==> src/rsfd_pkg.sv <==
// Shared types and constants for the radar sensor frame decoder.
package rsfd_pkg;

    localparam int unsigned FrameKeep  = 7;
    localparam int unsigned PosWidth   = 3;
    localparam int unsigned DataWidth  = 8;
    localparam int unsigned StateWidth = 3;
    localparam int unsigned MTdataWidth = 16;

    localparam logic [7:0] BYTE_START  = 8'h53;
    localparam logic [7:0] BYTE_HEADER = 8'h59;
    localparam logic [7:0] BYTE_TAIL0  = 8'h54;
    localparam logic [7:0] BYTE_TAIL1  = 8'h43;
    localparam logic [7:0] LEN_HIGH    = 8'h00;
    localparam logic [7:0] LEN_LOW     = 8'h01;

    localparam logic [7:0] CTL_HUMAN   = 8'h80;
    localparam logic [7:0] CTL_FALL    = 8'h83;
    localparam logic [7:0] CMD_PRES    = 8'h01;
    localparam logic [7:0] CMD_PRES_Q  = 8'h81;
    localparam logic [7:0] CMD_MOTION  = 8'h02;
    localparam logic [7:0] CMD_MOTN_Q  = 8'h82;
    localparam logic [7:0] CMD_RATE    = 8'h03;
    localparam logic [7:0] CMD_FALL    = 8'h01;

    localparam logic [7:0] VAL_0 = 8'h00;
    localparam logic [7:0] VAL_1 = 8'h01;
    localparam logic [7:0] VAL_2 = 8'h02;

    localparam logic [StateWidth-1:0] ST_UNSET    = 3'd0;
    localparam logic [StateWidth-1:0] ST_NO_ONE   = 3'd1;
    localparam logic [StateWidth-1:0] ST_SOMEONE  = 3'd2;
    localparam logic [StateWidth-1:0] ST_NONE     = 3'd3;
    localparam logic [StateWidth-1:0] ST_STILL    = 3'd4;
    localparam logic [StateWidth-1:0] ST_ACTIVE   = 3'd5;
    localparam logic [StateWidth-1:0] ST_NOT_FALL = 3'd6;
    localparam logic [StateWidth-1:0] ST_FALLING  = 3'd7;

    typedef enum logic [1:0] {
        HDR_IDLE   = 2'd0,
        HDR_START  = 2'd1,
        HDR_HEADER = 2'd2
    } hdr_phase_t;

    typedef enum logic [1:0] {
        TAIL_OPEN   = 2'd0,
        TAIL_MARK   = 2'd1,
        TAIL_CLOSED = 2'd2
    } tail_phase_t;

    typedef enum logic {
        REPORT_STATE = 1'b0,
        REPORT_RATE  = 1'b1
    } report_kind_t;

    typedef logic [DataWidth-1:0] frame_t [FrameKeep];

    typedef struct packed {
        logic                  hit;
        report_kind_t          kind;
        logic [StateWidth-1:0] state;
        logic [DataWidth-1:0]  rate;
    } decode_t;

    typedef struct packed {
        report_kind_t          kind;
        logic [StateWidth-1:0] state;
        logic [DataWidth-1:0]  rate;
    } result_t;

endpackage

==> src/rsfd_frame_decode.sv <==
// Decode of a closed frame into a state or movement rate update.
module rsfd_frame_decode import rsfd_pkg::*; (
    input  frame_t                frame,
    input  logic [StateWidth-1:0] last_state,
    input  logic [DataWidth-1:0]  last_rate,
    output decode_t               dec
);

    logic [DataWidth-1:0] ctl;
    logic [DataWidth-1:0] cmd;
    logic [DataWidth-1:0] val;
    logic                 framed;

    assign ctl = frame[2];
    assign cmd = frame[3];
    assign val = frame[6];
    assign framed = (frame[0] == BYTE_START) && (frame[1] == BYTE_HEADER)
                 && (frame[4] == LEN_HIGH) && (frame[5] == LEN_LOW);

    always_comb begin
        dec.hit   = 1'b0;
        dec.kind  = REPORT_STATE;
        dec.state = last_state;
        dec.rate  = last_rate;
        if (framed) begin
            if (ctl == CTL_HUMAN) begin
                if (cmd == CMD_PRES || cmd == CMD_PRES_Q) begin
                    dec.hit = 1'b1;
                    if (val == VAL_0) begin
                        dec.state = ST_NO_ONE;
                    end else if (val == VAL_1) begin
                        dec.state = ST_SOMEONE;
                    end
                end else if (cmd == CMD_MOTION || cmd == CMD_MOTN_Q) begin
                    dec.hit = 1'b1;
                    if (val == VAL_0) begin
                        dec.state = ST_NONE;
                    end else if (val == VAL_1) begin
                        dec.state = ST_STILL;
                    end else if (val == VAL_2) begin
                        dec.state = ST_ACTIVE;
                    end
                end else if (cmd == CMD_RATE) begin
                    dec.hit  = 1'b1;
                    dec.kind = REPORT_RATE;
                    dec.rate = val;
                end
            end else if (ctl == CTL_FALL && cmd == CMD_FALL) begin
                dec.hit = 1'b1;
                if (val == VAL_0) begin
                    dec.state = ST_NOT_FALL;
                end else if (val == VAL_1) begin
                    dec.state = ST_FALLING;
                end
            end
        end
    end

endmodule

==> src/radar_sensor_frame_decoder_core.sv <==
// Top level of the radar sensor frame decoder.
//
// Input channel s_*: one received sensor byte per request in s_tdata.
// Output channel m_*: one report per closed frame that carries a known
// message. m_tuser gives the report kind (0 state, 1 movement rate);
// m_tdata carries the last state code and the last movement rate.
// A 0x53 opens a frame, 0x59 marks the header, 0x54 then 0x43 close it.
// Frames with an unknown header, length or message give no report.
// Each byte is handled in the cycle it is accepted; the report of a frame it
// closes is registered. One byte is taken every cycle while s_tready is high.
// Results pass through an output register backed by one skid register, so
// bytes keep flowing while one report waits; s_tready drops only when both
// hold a report that the receiver has not taken.
// Reset (aresetn low at a rising edge) clears the kept frame bytes, the
// framing phases, the last state and rate, and empties both result
// registers. The first byte after reset, unless it is a start byte, decodes
// the cleared frame, which gives no report.
module radar_sensor_frame_decoder_core import rsfd_pkg::*; (
    input  logic                   aclk,
    input  logic                   aresetn,
    input  logic                   s_tvalid,
    output logic                   s_tready,
    input  logic [DataWidth-1:0]   s_tdata,   // [7:0] rx_byte
    output logic                   m_tvalid,
    input  logic                   m_tready,
    output logic [MTdataWidth-1:0] m_tdata,   // [2:0] state_code, [10:3] motion_rate
    output logic [0:0]             m_tuser    // [0] report_kind
);

    frame_t                frame_reg, frame_next;
    logic [PosWidth-1:0]   wpos_reg, wpos_next;
    logic                  started_reg, started_next;
    hdr_phase_t            hdr_reg, hdr_next;
    tail_phase_t           tail_reg, tail_next;
    logic [StateWidth-1:0] last_state_reg, last_state_next;
    logic [DataWidth-1:0]  last_rate_reg, last_rate_next;

    result_t out_reg, out_next;
    logic    out_valid_reg, out_valid_next;
    result_t skid_reg, skid_next;
    logic    skid_valid_reg, skid_valid_next;

    decode_t dec;
    logic    s_accept;
    logic    m_pop;
    logic    push;
    result_t push_data;

    assign s_tready = !skid_valid_reg;
    assign s_accept = s_tvalid && s_tready;
    assign m_pop    = out_valid_reg && m_tready;

    always_comb begin
        frame_next      = frame_reg;
        wpos_next       = wpos_reg;
        started_next    = started_reg;
        hdr_next        = hdr_reg;
        tail_next       = tail_reg;
        if (s_accept) begin
            if (s_tdata == BYTE_START && hdr_reg == HDR_IDLE) begin
                started_next  = 1'b1;
                hdr_next      = HDR_START;
                tail_next     = TAIL_OPEN;
                frame_next[0] = s_tdata;
                wpos_next     = PosWidth'(1);
            end else if (started_reg) begin
                if (wpos_reg < PosWidth'(FrameKeep)) begin
                    frame_next[wpos_reg] = s_tdata;
                    wpos_next            = wpos_reg + PosWidth'(1);
                end
                if (s_tdata == BYTE_HEADER && hdr_reg == HDR_START) begin
                    hdr_next = HDR_HEADER;
                end
                if (s_tdata == BYTE_TAIL0 && hdr_reg == HDR_HEADER) begin
                    tail_next = TAIL_MARK;
                end
                if (s_tdata == BYTE_TAIL1 && tail_reg == TAIL_MARK) begin
                    tail_next = TAIL_CLOSED;
                    hdr_next  = HDR_IDLE;
                end
            end
        end
    end

    rsfd_frame_decode u_decode (
        .frame      (frame_next),
        .last_state (last_state_reg),
        .last_rate  (last_rate_reg),
        .dec        (dec)
    );

    tail_phase_t tail_final;
    always_comb begin
        tail_final      = tail_next;
        last_state_next = last_state_reg;
        last_rate_next  = last_rate_reg;
        push            = 1'b0;
        if (s_accept && tail_next == TAIL_CLOSED) begin
            tail_final = TAIL_OPEN;
            if (dec.hit) begin
                push            = 1'b1;
                last_state_next = dec.state;
                last_rate_next  = dec.rate;
            end
        end
        push_data.kind  = dec.kind;
        push_data.state = last_state_next;
        push_data.rate  = last_rate_next;
    end

    always_comb begin
        out_next        = out_reg;
        out_valid_next  = out_valid_reg;
        skid_next       = skid_reg;
        skid_valid_next = skid_valid_reg;
        if (!out_valid_reg || m_pop) begin
            if (skid_valid_reg) begin
                out_next       = skid_reg;
                out_valid_next = 1'b1;
                skid_next       = push_data;
                skid_valid_next = push;
            end else begin
                out_next        = push_data;
                out_valid_next  = push;
                skid_valid_next = 1'b0;
            end
        end else if (push) begin
            skid_next       = push_data;
            skid_valid_next = 1'b1;
        end
    end

    always_ff @(posedge aclk) begin
        if (!aresetn) begin
            for (int i = 0; i < FrameKeep; i++) begin
                frame_reg[i] <= '0;
            end
            wpos_reg       <= '0;
            started_reg    <= 1'b0;
            hdr_reg        <= HDR_IDLE;
            tail_reg       <= TAIL_CLOSED;
            last_state_reg <= ST_UNSET;
            last_rate_reg  <= '0;
            out_valid_reg  <= 1'b0;
            skid_valid_reg <= 1'b0;
        end else begin
            frame_reg      <= frame_next;
            wpos_reg       <= wpos_next;
            started_reg    <= started_next;
            hdr_reg        <= hdr_next;
            tail_reg       <= tail_final;
            last_state_reg <= last_state_next;
            last_rate_reg  <= last_rate_next;
            out_valid_reg  <= out_valid_next;
            skid_valid_reg <= skid_valid_next;
        end
    end

    always_ff @(posedge aclk) begin
        out_reg  <= out_next;
        skid_reg <= skid_next;
    end

    assign m_tvalid   = out_valid_reg;
    assign m_tuser[0] = out_reg.kind;
    assign m_tdata    = {(MTdataWidth - DataWidth - StateWidth)'(0), out_reg.rate,
                         out_reg.state};

    a_skid_behind_out: assert property (@(posedge aclk) disable iff (!aresetn)
        skid_valid_reg |-> out_valid_reg)
        else $error("skid register holds a report while output register is empty");

    a_start_opens: assert property (@(posedge aclk) disable iff (!aresetn)
        (s_accept && s_tdata == BYTE_START && hdr_reg == HDR_IDLE)
        |=> (tail_reg == TAIL_OPEN && wpos_reg == PosWidth'(1) && started_reg))
        else $error("start byte did not open a new frame");

    a_wpos_range: assert property (@(posedge aclk) disable iff (!aresetn)
        wpos_reg <= PosWidth'(FrameKeep))
        else $error("write position beyond kept frame bytes");

    a_no_report_without_close: assert property (@(posedge aclk) disable iff (!aresetn)
        (!s_accept && !out_valid_reg) |=> !out_valid_reg)
        else $error("report appeared without an accepted byte");

endmodule

==> config.mk <==
export PLATFORM = sky130hd
export DESIGN_NAME = radar_sensor_frame_decoder_core
export DESIGN_NICKNAME = d
export VERILOG_FILES = /design/src/rsfd_pkg.sv /design/src/rsfd_frame_decode.sv /design/src/radar_sensor_frame_decoder_core.sv
export SDC_FILE = /design/constraint.sdc
export NUM_CORES = 1
export LEC_CHECK = 0
export BUFFER_PORTS_ARGS = -buffer_cell sky130_fd_sc_hd__buf_4
export CAP_MARGIN = 15
export CORE_ASPECT_RATIO = 0.75
export CORE_MARGIN = 4
export CORE_UTILIZATION = 40
export CTS_CLUSTER_DIAMETER = 40
export DETAILED_ROUTE_END_ITERATION = 6
export GPL_TIMING_DRIVEN = 0
export MAX_ROUTING_LAYER = met4
export PLACE_DENSITY = 0.59
export REMOVE_ABC_BUFFERS = 1
export SLEW_MARGIN = 10
export SYNTH_ARGS = -nofsm -noshare
export SYNTH_HDL_FRONTEND = slang
export SYNTH_HIERARCHICAL = 1
export SYNTH_SLANG_ARGS = --single-unit
==> constraint.sdc <==
create_clock -name aclk -period 5.6 [get_ports aclk]
set_input_delay 0.56 -clock aclk [delete_from_list [all_inputs] [get_ports aclk]]
set_output_delay 0.56 -clock aclk [all_outputs]
set_load 0.05 [all_outputs]
==> impl_metrics.toml, run 1 <==
[run_status]
outcome = "completed"

[worst_setup_path]
crit_fanout = 12
cp-end-kind = "flop"
arrival_ps = 5100
setup.worst_path.class = "reg2reg"
start_kind = "flop"
worstPathRequired_ps = 5650

[power_and_ir_drop]
p_switching_mw = 0.297
vdd_drop_max_mv = 0.142
p_seq_share_pct = 51.8
pwr-share-clk_pct = 45.2
power_mw = 1.44
p_leak_nw = 2.16
power_frac_comb_pct = 3.0
p_sw_share_pct = 20.7
p_int_mw = 1.14
p_per_area_nw_per_um2 = 270

[finish]
antennaDiodeCount = 0
largest_register_ffs = 56
layout.nets = 476
post-route-util_pct = 46.0
layoutNonFillerInstCount = 630
area_growth_pct = 12.3
drive_gt1_share_pct = 21.4
design_area_um2 = 5320

[grt]
met3_usage_pct = 3.94
gr-total-overflow = 0
grt_pass1_wl_um = 16400
grt.busiest_layer = "met2"
use_met2_pct = 23.4
antenna_found_initial = 0
grt_pass1_vias = 3147
use_met1_pct = 21.0
grt_max_degree = 62
grt_usage_pct = 15.5

[routing]
drt_iter0_drc = 298
wl_per_cell_um = 15.6
route.detailed.drc = 0
first_pass_iters = 4
dr_total_vias = 3325
ant_nets = 0
wirelength_um = 9840
routed_via_density = 5.28

[floorplanning]
fp.dieH_um = 102
row_count = 34
die_area_um2 = 13700
coreArea_um2 = 11600
num_io_pins = 31
initial_utilization_pct = 40.9
die_w_um = 134

[synthesis]
ys_seq_elements = 101
synthCells = 451
synth_area_leader_cell = "dfxtp_1"
syn-mean-instance-area_um2 = 10.5
yosysWarningCount = 6
synthTopCellsByArea = "dfxtp_1 33%, edfxtp_1 15%, mux2_2 12%"
ys_seq_area_share_pct = 47.8
synth_flop_cell = "dfxtp_1"
synth-edff-count = 24
yosysTopAreaCellShare_pct = 32.5
synthDistinctLibCells = 58
syn_area_um2 = 4740
synthArstFlopShare_pct = 0

[placed_design]
place_ws_ps = -129
hpwl_um = 6660
dp.cells = 614
postPlaceCellArea_um2 = 5000
io_buffers = 25
gp_congestion = 0.797

[timing]
rsz0062_at_grt = "no"
max-slew-margin-rel_pct = 42.8
tns_ps = 0
worst_slack_ps = 545
whs_ps = 493
post-route-period-util_pct = 90.3
hold_violations = 0
tightest_slew_ps = 855
period_needed_ps = 5060
drv_slew = 0
max_clock_freq_mhz = 198
finalClockSkew_ps = 6.45
finalSetupViolCount = 0

[clock_network]
cts_sinks = 101
h-tree-depth = 3
clockBufferDepth = 2
insertion_delay_ps = 340
holdBufCountCts = 0
cts_tree = "yes"
cts-root-buf = "clkbuf_16"
cts_buffers = 9
path_clk_slew_ps = 60
cts_setup_buffers = 0

[worst_hold_path]
min_path_type = "reg2reg"

[job]
drv_cap = 0
worst paths after layout:
check	startpoint	to	slack, ps	cells after the start
worst max-delay path	skid_valid_reg	skid_reg[10]	540	12
worst min register to register	hdr_reg[1]	hdr_reg[1]	490	2
worst min-delay path	hdr_reg[1]	hdr_reg[1]	490	2
worst max register to register	skid_valid_reg	skid_reg[10]	540	12
cell type report:
| cell class | instances | area, µm² |
|---|---|---|
| tap | 162 | 203 |
| sequential | 101 | 2260 |
| clock buffer | 13 | 272 |
| inverter | 7 | 26.3 |
| fill | 1110 | 6250 |
| multi-input combinational | 318 | 2320 |
| timing repair buffer | 26 | 195 |
| clock inverter | 3 | 41.3 |
power by group through the flow:
stage / Clock [mW] / Combinational, mW / Sequential, mW
after floorplan: 0 / 0.0182 / 0.759
after detailed placement: 0 / 0.0430 / 0.759
final: 0.649 / 0.0432 / 0.743
after global placement: 0 / 0.0431 / 0.759
after global routing: 0.697 / 0.0467 / 0.742
after CTS: 0.666 / 0.0431 / 0.743
Yosys cell counts (3+ instances only):
| cell | number |
|---|---|
| edfxtp_1 | 24 |
| buf_4 | 6 |
| and3_1 | 3 |
| a211oi_1 | 4 |
| nor2b_1 | 7 |
| o2111ai_1 | 3 |
| nor4_1 | 4 |
| nor4b_1 | 4 |
| nand2b_1 | 5 |
| or4_1 | 4 |
| nor3_1 | 4 |
| a21oi_1 | 20 |
| buf_2 | 6 |
| nand4b_1 | 3 |
| mux2_1 | 16 |
| a31oi_1 | 14 |
| and2_1 | 57 |
| nand3_1 | 17 |
| mux2_2 | 49 |
| nand2_1 | 24 |
| o21ai_0 | 11 |
| clkbuf_1 | 15 |
| dfxtp_1 | 77 |
| inv_1 | 5 |
| nor4bb_1 | 4 |
| nor2_1 | 22 |
| o21ai_1 | 5 |
cells by family (layout without fill, tap and decap cells):
kind of cell,after synthesis,count (layout),share of synthesized area (%)
other,1,5,0.0792
multiplexers,65,65,15.5
buffers and inverters,36,49,3.80
XOR/XNOR,1,1,0.185
adder cells (fa/ha/maj),1,1,0.264
AO/OA/AOI/OAI,74,74,10.2
flip-flops,101,101,47.8
AND/OR/NAND/NOR,172,172,22.3
what timing repair did:
action / in CTS / in global routing
resized for setup: 0 / 2
setup endpoints to repair: 0 / 13
endpoints found under the hold margin: 0 / 0
placed cells by master (no fill, tap or decap), types with 3 or more instances in the layout:
cell        n
mux2_2     49
buf_4      26
a31oi_1    14
o21ai_0    10
nor4bb_1    4
nand2b_1    5
a211oi_1    4
or4_1       4
a21oi_1    20
nor2_1     22
edfxtp_1   24
mux2_1     16
conb_1      5
dfxtp_1    77
o2111ai_1   3
nor4b_1     3
and2_1     57
nand3_1    17
clkbuf_16  10
nor2b_1     7
nand2_1    24
o21ai_1     5
nor4_1      4
and3_1      3
nand4b_1    3
nor3_1      4
inv_1       5
layer usage:
layer,routed length (µm),share of wire (%),vias up
li1,-,-,1653
met1,5060,51,1608
met5,0,0,-
met4,71,0.72,0
met3,375,3.8,4
met2,4330,44,60
critical path: stages, from the launching register on:
cell and delay [ps]:
dfxtp_1 360, nand2b_1 310, a31oi_4 340, nand4_1 430, mux2_2 430, or4b_1 570
nor4b_2 530, o2111ai_1 210, a21oi_1 380, o211a_1 480, nand2_1 180, o21ai_2 310
buf_4 250
Note: power is estimated with default switching activity, not from simulation.
==> run 2: changes to the inputs <==
ABC_AREA = 1   (was default)
CTS_CLUSTER_SIZE = 24   (was default)
PLACE_DENSITY = 0.58   (was 0.59)
TNS_END_PERCENT = 10   (was default)
==> run 2 against run 1 <==
- area after synthesis rose by 13%
- critical path depth rose by 2
- via count rose by 32%
- utilization fell by 0.70 points
- final area rose by 11%
- largest cell class unchanged
- largest power group unchanged
==> impl_metrics.toml, run 2 <==
[power_and_ir_drop]
vdd_drop_max_mv = 0.130
p_leak_nw = 3.19
p_per_area_nw_per_um2 = 240

[synthesis]
ys_seq_elements = 101
yosysWarningCount = 6
synthTopCellsByArea = "dfxtp_1 29%, edfxtp_1 13%, nand2_1 13%"
syn-mean-instance-area_um2 = 7.04
syn_area_um2 = 5340
synth-edff-count = 24
synth-simple-area-share_pct = 31.4
synth_common_cells = "182 x nand2_1, 140 x inv_1, 111 x nor2_1, 77 x dfxtp_1, 48 x o21ai_0"
synth_area_leader_cell = "dfxtp_1"
yosysTopAreaCellShare_pct = 28.8
synth_top_family_by_area = "simple AND/OR/NAND/NOR gates"
synth_flop_cell = "dfxtp_1"
synth-xor-area-share_pct = 0.164
synthDistinctLibCells = 37
synthAdderAreaFrac_pct = 0.234
synthArstFlopShare_pct = 0
synth_mux_area_share_pct = 2.32
synth_compound_area_share_pct = 9.18
synthCells = 759
synth_most_common_cell = "nand2_1"
ys_seq_area_share_pct = 42.3

[worst_setup_path]
critPathBufInv = 3
timing.rr.end = "skid_reg[0]"
cp-end-kind = "flop"
arrival_ps = 4480
max_stage_delay_ps = 650
cpMostUsedCell = "nand3_1"
worstRegToRegCells = 14
r2r-start = "skid_valid_reg"
setup.worst_path.class = "reg2reg"
crit_fanout = 16
cp_slowest_cell = "a21oi_2"
crit_family = "simple AND/OR/NAND/NOR gates"
start_kind = "flop"
rrSetupSlack_ps = 1100
worstPathRequired_ps = 5580
cp_cell_sequence = "inv_2, nand2_2, nor3_4, nand3_1, o21ai_0, inv_1, nor2_1, nand3_1, nor3_4, a21oi_1, nor3_2, buf_4, nand3_1, a21oi_2"

[routing]
dr_total_vias = 4382
wl_per_cell_um = 12.0
routed_via_density = 4.63
ant_nets = 0
wirelength_um = 11400
first_pass_iters = 5
route.detailed.drc = 0
drt_iter0_drc = 377

[placed_design]
postPlaceCellArea_um2 = 5590
io_buffers = 25
gp_congestion = 0.888
hpwl_um = 8130

[finish]
largest_register_ffs = 56
final_common_cell = "nand2_1"
design_area_um2 = 5890
antennaDiodeCount = 0
drive_gt1_share_pct = 14.6
area_growth_pct = 10.3
final_cell_mix = "182 x nand2_1, 140 x inv_1, 111 x nor2_1"
post-route-util_pct = 45.3
layout.nets = 783
fill_cells = 1308

[floorplanning]
die_w_um = 141
initial_utilization_pct = 41.1
row_count = 36
die_area_um2 = 15300
num_io_pins = 31
coreArea_um2 = 13000
fp.dieH_um = 108

[clock_network]
cts-root-buf = "clkbuf_16"
clockBufferDepth = 2
cts_resized = 0
insertion_delay_ps = 350
cts_buffers = 9
cts_tree = "yes"
cts_sinks = 101
cts_setup_buffers = 0
path_clk_slew_ps = 60
h-tree-depth = 3
holdBufCountCts = 0

[timing]
hold_violations = 0
tightest_slew_ps = 771
max-slew-margin-rel_pct = 48.5
max_clock_freq_mhz = 222
finalClockSkew_ps = 6.43
finalSetupViolCount = 0
period_needed_ps = 4500
post-route-period-util_pct = 80.4
drv_slew = 0
rsz0062_at_grt = "no"

[grt]
grt_usage_pct = 16.2
gr-total-overflow = 0
grt_max_degree = 42
antenna_found_initial = 0
grt_pass1_vias = 4229
grt_pass1_wl_um = 19200

[worst_hold_path]
worstHoldStart = "aresetn"
min_to = "tail_reg[1]"
holdPathStages = 2
min_path_type = "in2reg"

[job]
drv_cap = 0

[run_status]
outcome = "completed"
run 2: layout make-up:
type / count / area [µm²] / area share, %
multi-input cells: 481 / 2340 / 39.7
flip-flops and latches: 101 / 2260 / 38.4
inverters: 150 / 564 / 9.58
clock buffers: 13 / 280 / 4.76
repair buffers: 27 / 215 / 3.65
well taps: 171 / 214 / 3.63
clock inverters: 3 / 16.3 / 0.276
run 2: per-layer routing:
metal  track usage, %  wire [µm]  vias to the layer above
li1                 -          -                     2317
met1             19.5       5460                     1981
met2             26.3       5300                       74
met3             4.51        475                       10
met4             5.82        145                        0
met5                -          0                        -
run 2: worst max-delay path by stage:
stage / from / end / depth (start not counted)
after floorplan: skid_valid_reg / skid_reg[0] / 13
after global placement: skid_valid_reg / skid_reg[8] / 15
after detailed placement: skid_valid_reg / skid_reg[8] / 14
after CTS: skid_valid_reg / skid_reg[3] / 14
after global routing: skid_valid_reg / skid_reg[1] / 14
final: skid_valid_reg / skid_reg[0] / 14
run 2: cells by family after synthesis:
kind of cell	after synthesis
other cells	1
buf+inv	181
xor+xnor	1
compound gates	92
simple gates	371
mux	11
flops	101
fa+ha+maj	1
run 2: power breakdown:
| group | leakage (nW) | switching (mW) | total [mW] | internal [mW] |
|---|---|---|---|---|
| clock | 0.152 | 0.265 | 0.614 | 0.349 |
| combinational | 2.14 | 0.0449 | 0.0572 | 0.0123 |
| sequential | 0.894 | 0.000688 | 0.743 | 0.743 |
run 2: through the flow:
stage | setup TNS, ps | cells | total power [mW] | setup slack (ps) | hold WS [ps]
after global placement | -1730 | 928 | 0.815 | -145 | 486
after detailed placement | 0 | 930 | 0.817 | 750 | 498
after CTS | 0 | 946 | 1.44 | 716 | 420
final | 0 | 946 | 1.41 | 1100 | 433
after floorplan | 0 | 732 | 0.791 | 1130 | 474
after global routing | 0 | 946 | 1.47 | 677 | 424
==> run 3: changes to the inputs <==
clock period = 4.7 ns   (was 5.6 ns; I/O delays follow)
==> run 3 against run 2 <==
- utilization grew 0.096 points
- clock skew shrank 0.71 ps
- power grew 19%
- register-to-register slack lost 670 ps
- sequential power grew 19%
- clock power grew 19%
- worst hold slack lost 93 ps
- first-iteration DRC count grew 0.80%
- non-clock buffer count is the same
- flip-flop and latch count is the same
- critical path type unchanged
- critical endpoint is now skid_reg[1]
- largest cell class unchanged
==> impl_metrics.toml, run 3 (synthesis gave the netlist of run 2 again) <==
[worst_setup_path]
crit_fanout = 16
cp_slowest_cell = "dfxtp_1"
worstRegToRegCells = 16
max_stage_delay_ps = 500
crit_family = "simple AND/OR/NAND/NOR gates"
start_kind = "flop"
cpMostUsedCell = "nand2_1"
cp-end-kind = "flop"
cp_cell_sequence = "inv_2, nand2_2, nor3_4, nand3_1, o21ai_0, inv_1, nor2_1, nand2_1, nor2_1, nand2_1, inv_1, nand2_1, nor3_2, buf_4, nand3_1, a21oi_4"
worstPathRequired_ps = 4700
arrival_ps = 4270
setup.worst_path.class = "reg2reg"
r2r-start = "skid_valid_reg"
rrSetupSlack_ps = 430
timing.rr.end = "skid_reg[1]"
critPathBufInv = 4

[timing]
post-route-period-util_pct = 90.9
max_clock_freq_mhz = 234
tightest_slew_ps = 787
hold_violations = 0
worst_slack_ps = 427
finalSetupViolCount = 0
max-slew-margin-rel_pct = 47.5
finalClockSkew_ps = 5.72
tns_ps = 0
rsz0062_at_grt = "no"
drv_slew = 0
period_needed_ps = 4270

[placed_design]
dp.cells = 930
postPlaceCellArea_um2 = 5590
gp_congestion = 0.888
io_buffers = 25
hpwl_um = 8130
place_ws_ps = -150

[clock_network]
holdBufCountCts = 0
cts-root-buf = "clkbuf_16"
cts_sinks = 101
cts_buffers = 9
h-tree-depth = 3
cts_tree = "yes"
path_clk_slew_ps = 60
clockBufferDepth = 2
insertion_delay_ps = 350

[worst_hold_path]
worstHoldStart = "aresetn"
min_to = "tail_reg[1]"
holdPathStages = 2
min_path_type = "in2reg"

[floorplanning]
die_w_um = 141
initial_utilization_pct = 41.1
die_area_um2 = 15300
fp.dieH_um = 108
row_count = 36
coreArea_um2 = 13000
num_io_pins = 31

[finish]
antennaDiodeCount = 0
regArea_um2 = 2260
area_growth_pct = 10.5
multi_input_area_um2 = 2350
final_cell_mix = "182 x nand2_1, 140 x inv_1, 111 x nor2_1"
layout.nets = 783
design_area_um2 = 5910
largest_register_ffs = 56
fill_cells = 1305
drive_gt1_share_pct = 14.7
layoutNonFillerInstCount = 946
final_common_cell = "nand2_1"

[routing]
route.detailed.drc = 0
routed_via_density = 4.64
drt_iter0_drc = 380
first_pass_iters = 4
dr_total_vias = 4385
wirelength_um = 11300
ant_nets = 0
wl_per_cell_um = 12.0

[power_and_ir_drop]
power_mw = 1.69
p_per_area_nw_per_um2 = 286
p_leak_nw = 3.16
vdd_drop_max_mv = 0.155

[grt]
grt_pass1_wl_um = 19200
grt_max_degree = 42
gr-total-overflow = 0
grt_usage_pct = 16.2
grt_pass1_vias = 4231
antenna_found_initial = 0

[job]
drv_cap = 0

[run_status]
outcome = "completed"
==> run 3: layer usage <==
layer | part of all wire [%] | track usage [%] | up-vias
met2 | 46 | 26.3 | 79
met3 | 4.8 | 4.51 | 18
met4 | 1.7 | 5.82 | 0
li1 | - | - | 2315
met5 | 0 | - | -
met1 | 48 | 19.5 | 1973
==> run 3: cell type report <==
class | count | share of cell area, %
multi-input combinational | 481 | 39.9
sequential | 101 | 38.3
inverter | 150 | 9.56
clock buffer | 13 | 4.75
timing repair buffer | 27 | 3.64
tap | 171 | 3.62
clock inverter | 3 | 0.275
==> run 3: where the power goes <==
group          switching, mW  total (mW)  internal (mW)
logic                 0.0533      0.0679         0.0146
registers           0.000825       0.886          0.885
clock network          0.318       0.733          0.416
total                  0.372        1.69           1.32
==> run 3: how the worst max path moves through the flow <==
stage,end,from,depth (start not counted)
floorplan,skid_reg[0],skid_valid_reg,13
CTS,skid_reg[3],skid_valid_reg,14
finish,skid_reg[1],skid_valid_reg,16
detailed placement,skid_reg[8],skid_valid_reg,14
global placement,skid_reg[8],skid_valid_reg,15
global route,skid_reg[1],skid_valid_reg,16
==> run 3: what timing repair did <==
action / 4_1_cts / 5_1_grt
setup buffers: 0 / 0
setup endpoints to repair: 12 / 12
gates resized for setup: 1 / 2
==> run 3: stage by stage <==
stage | hold WS, ps | util [%]
after floorplan | 474 | -
after global placement | 486 | 42.7
after detailed placement | 498 | 43.0
after CTS | 330 | 45.3
after global routing | 334 | 45.4
final | 340 | 45.4
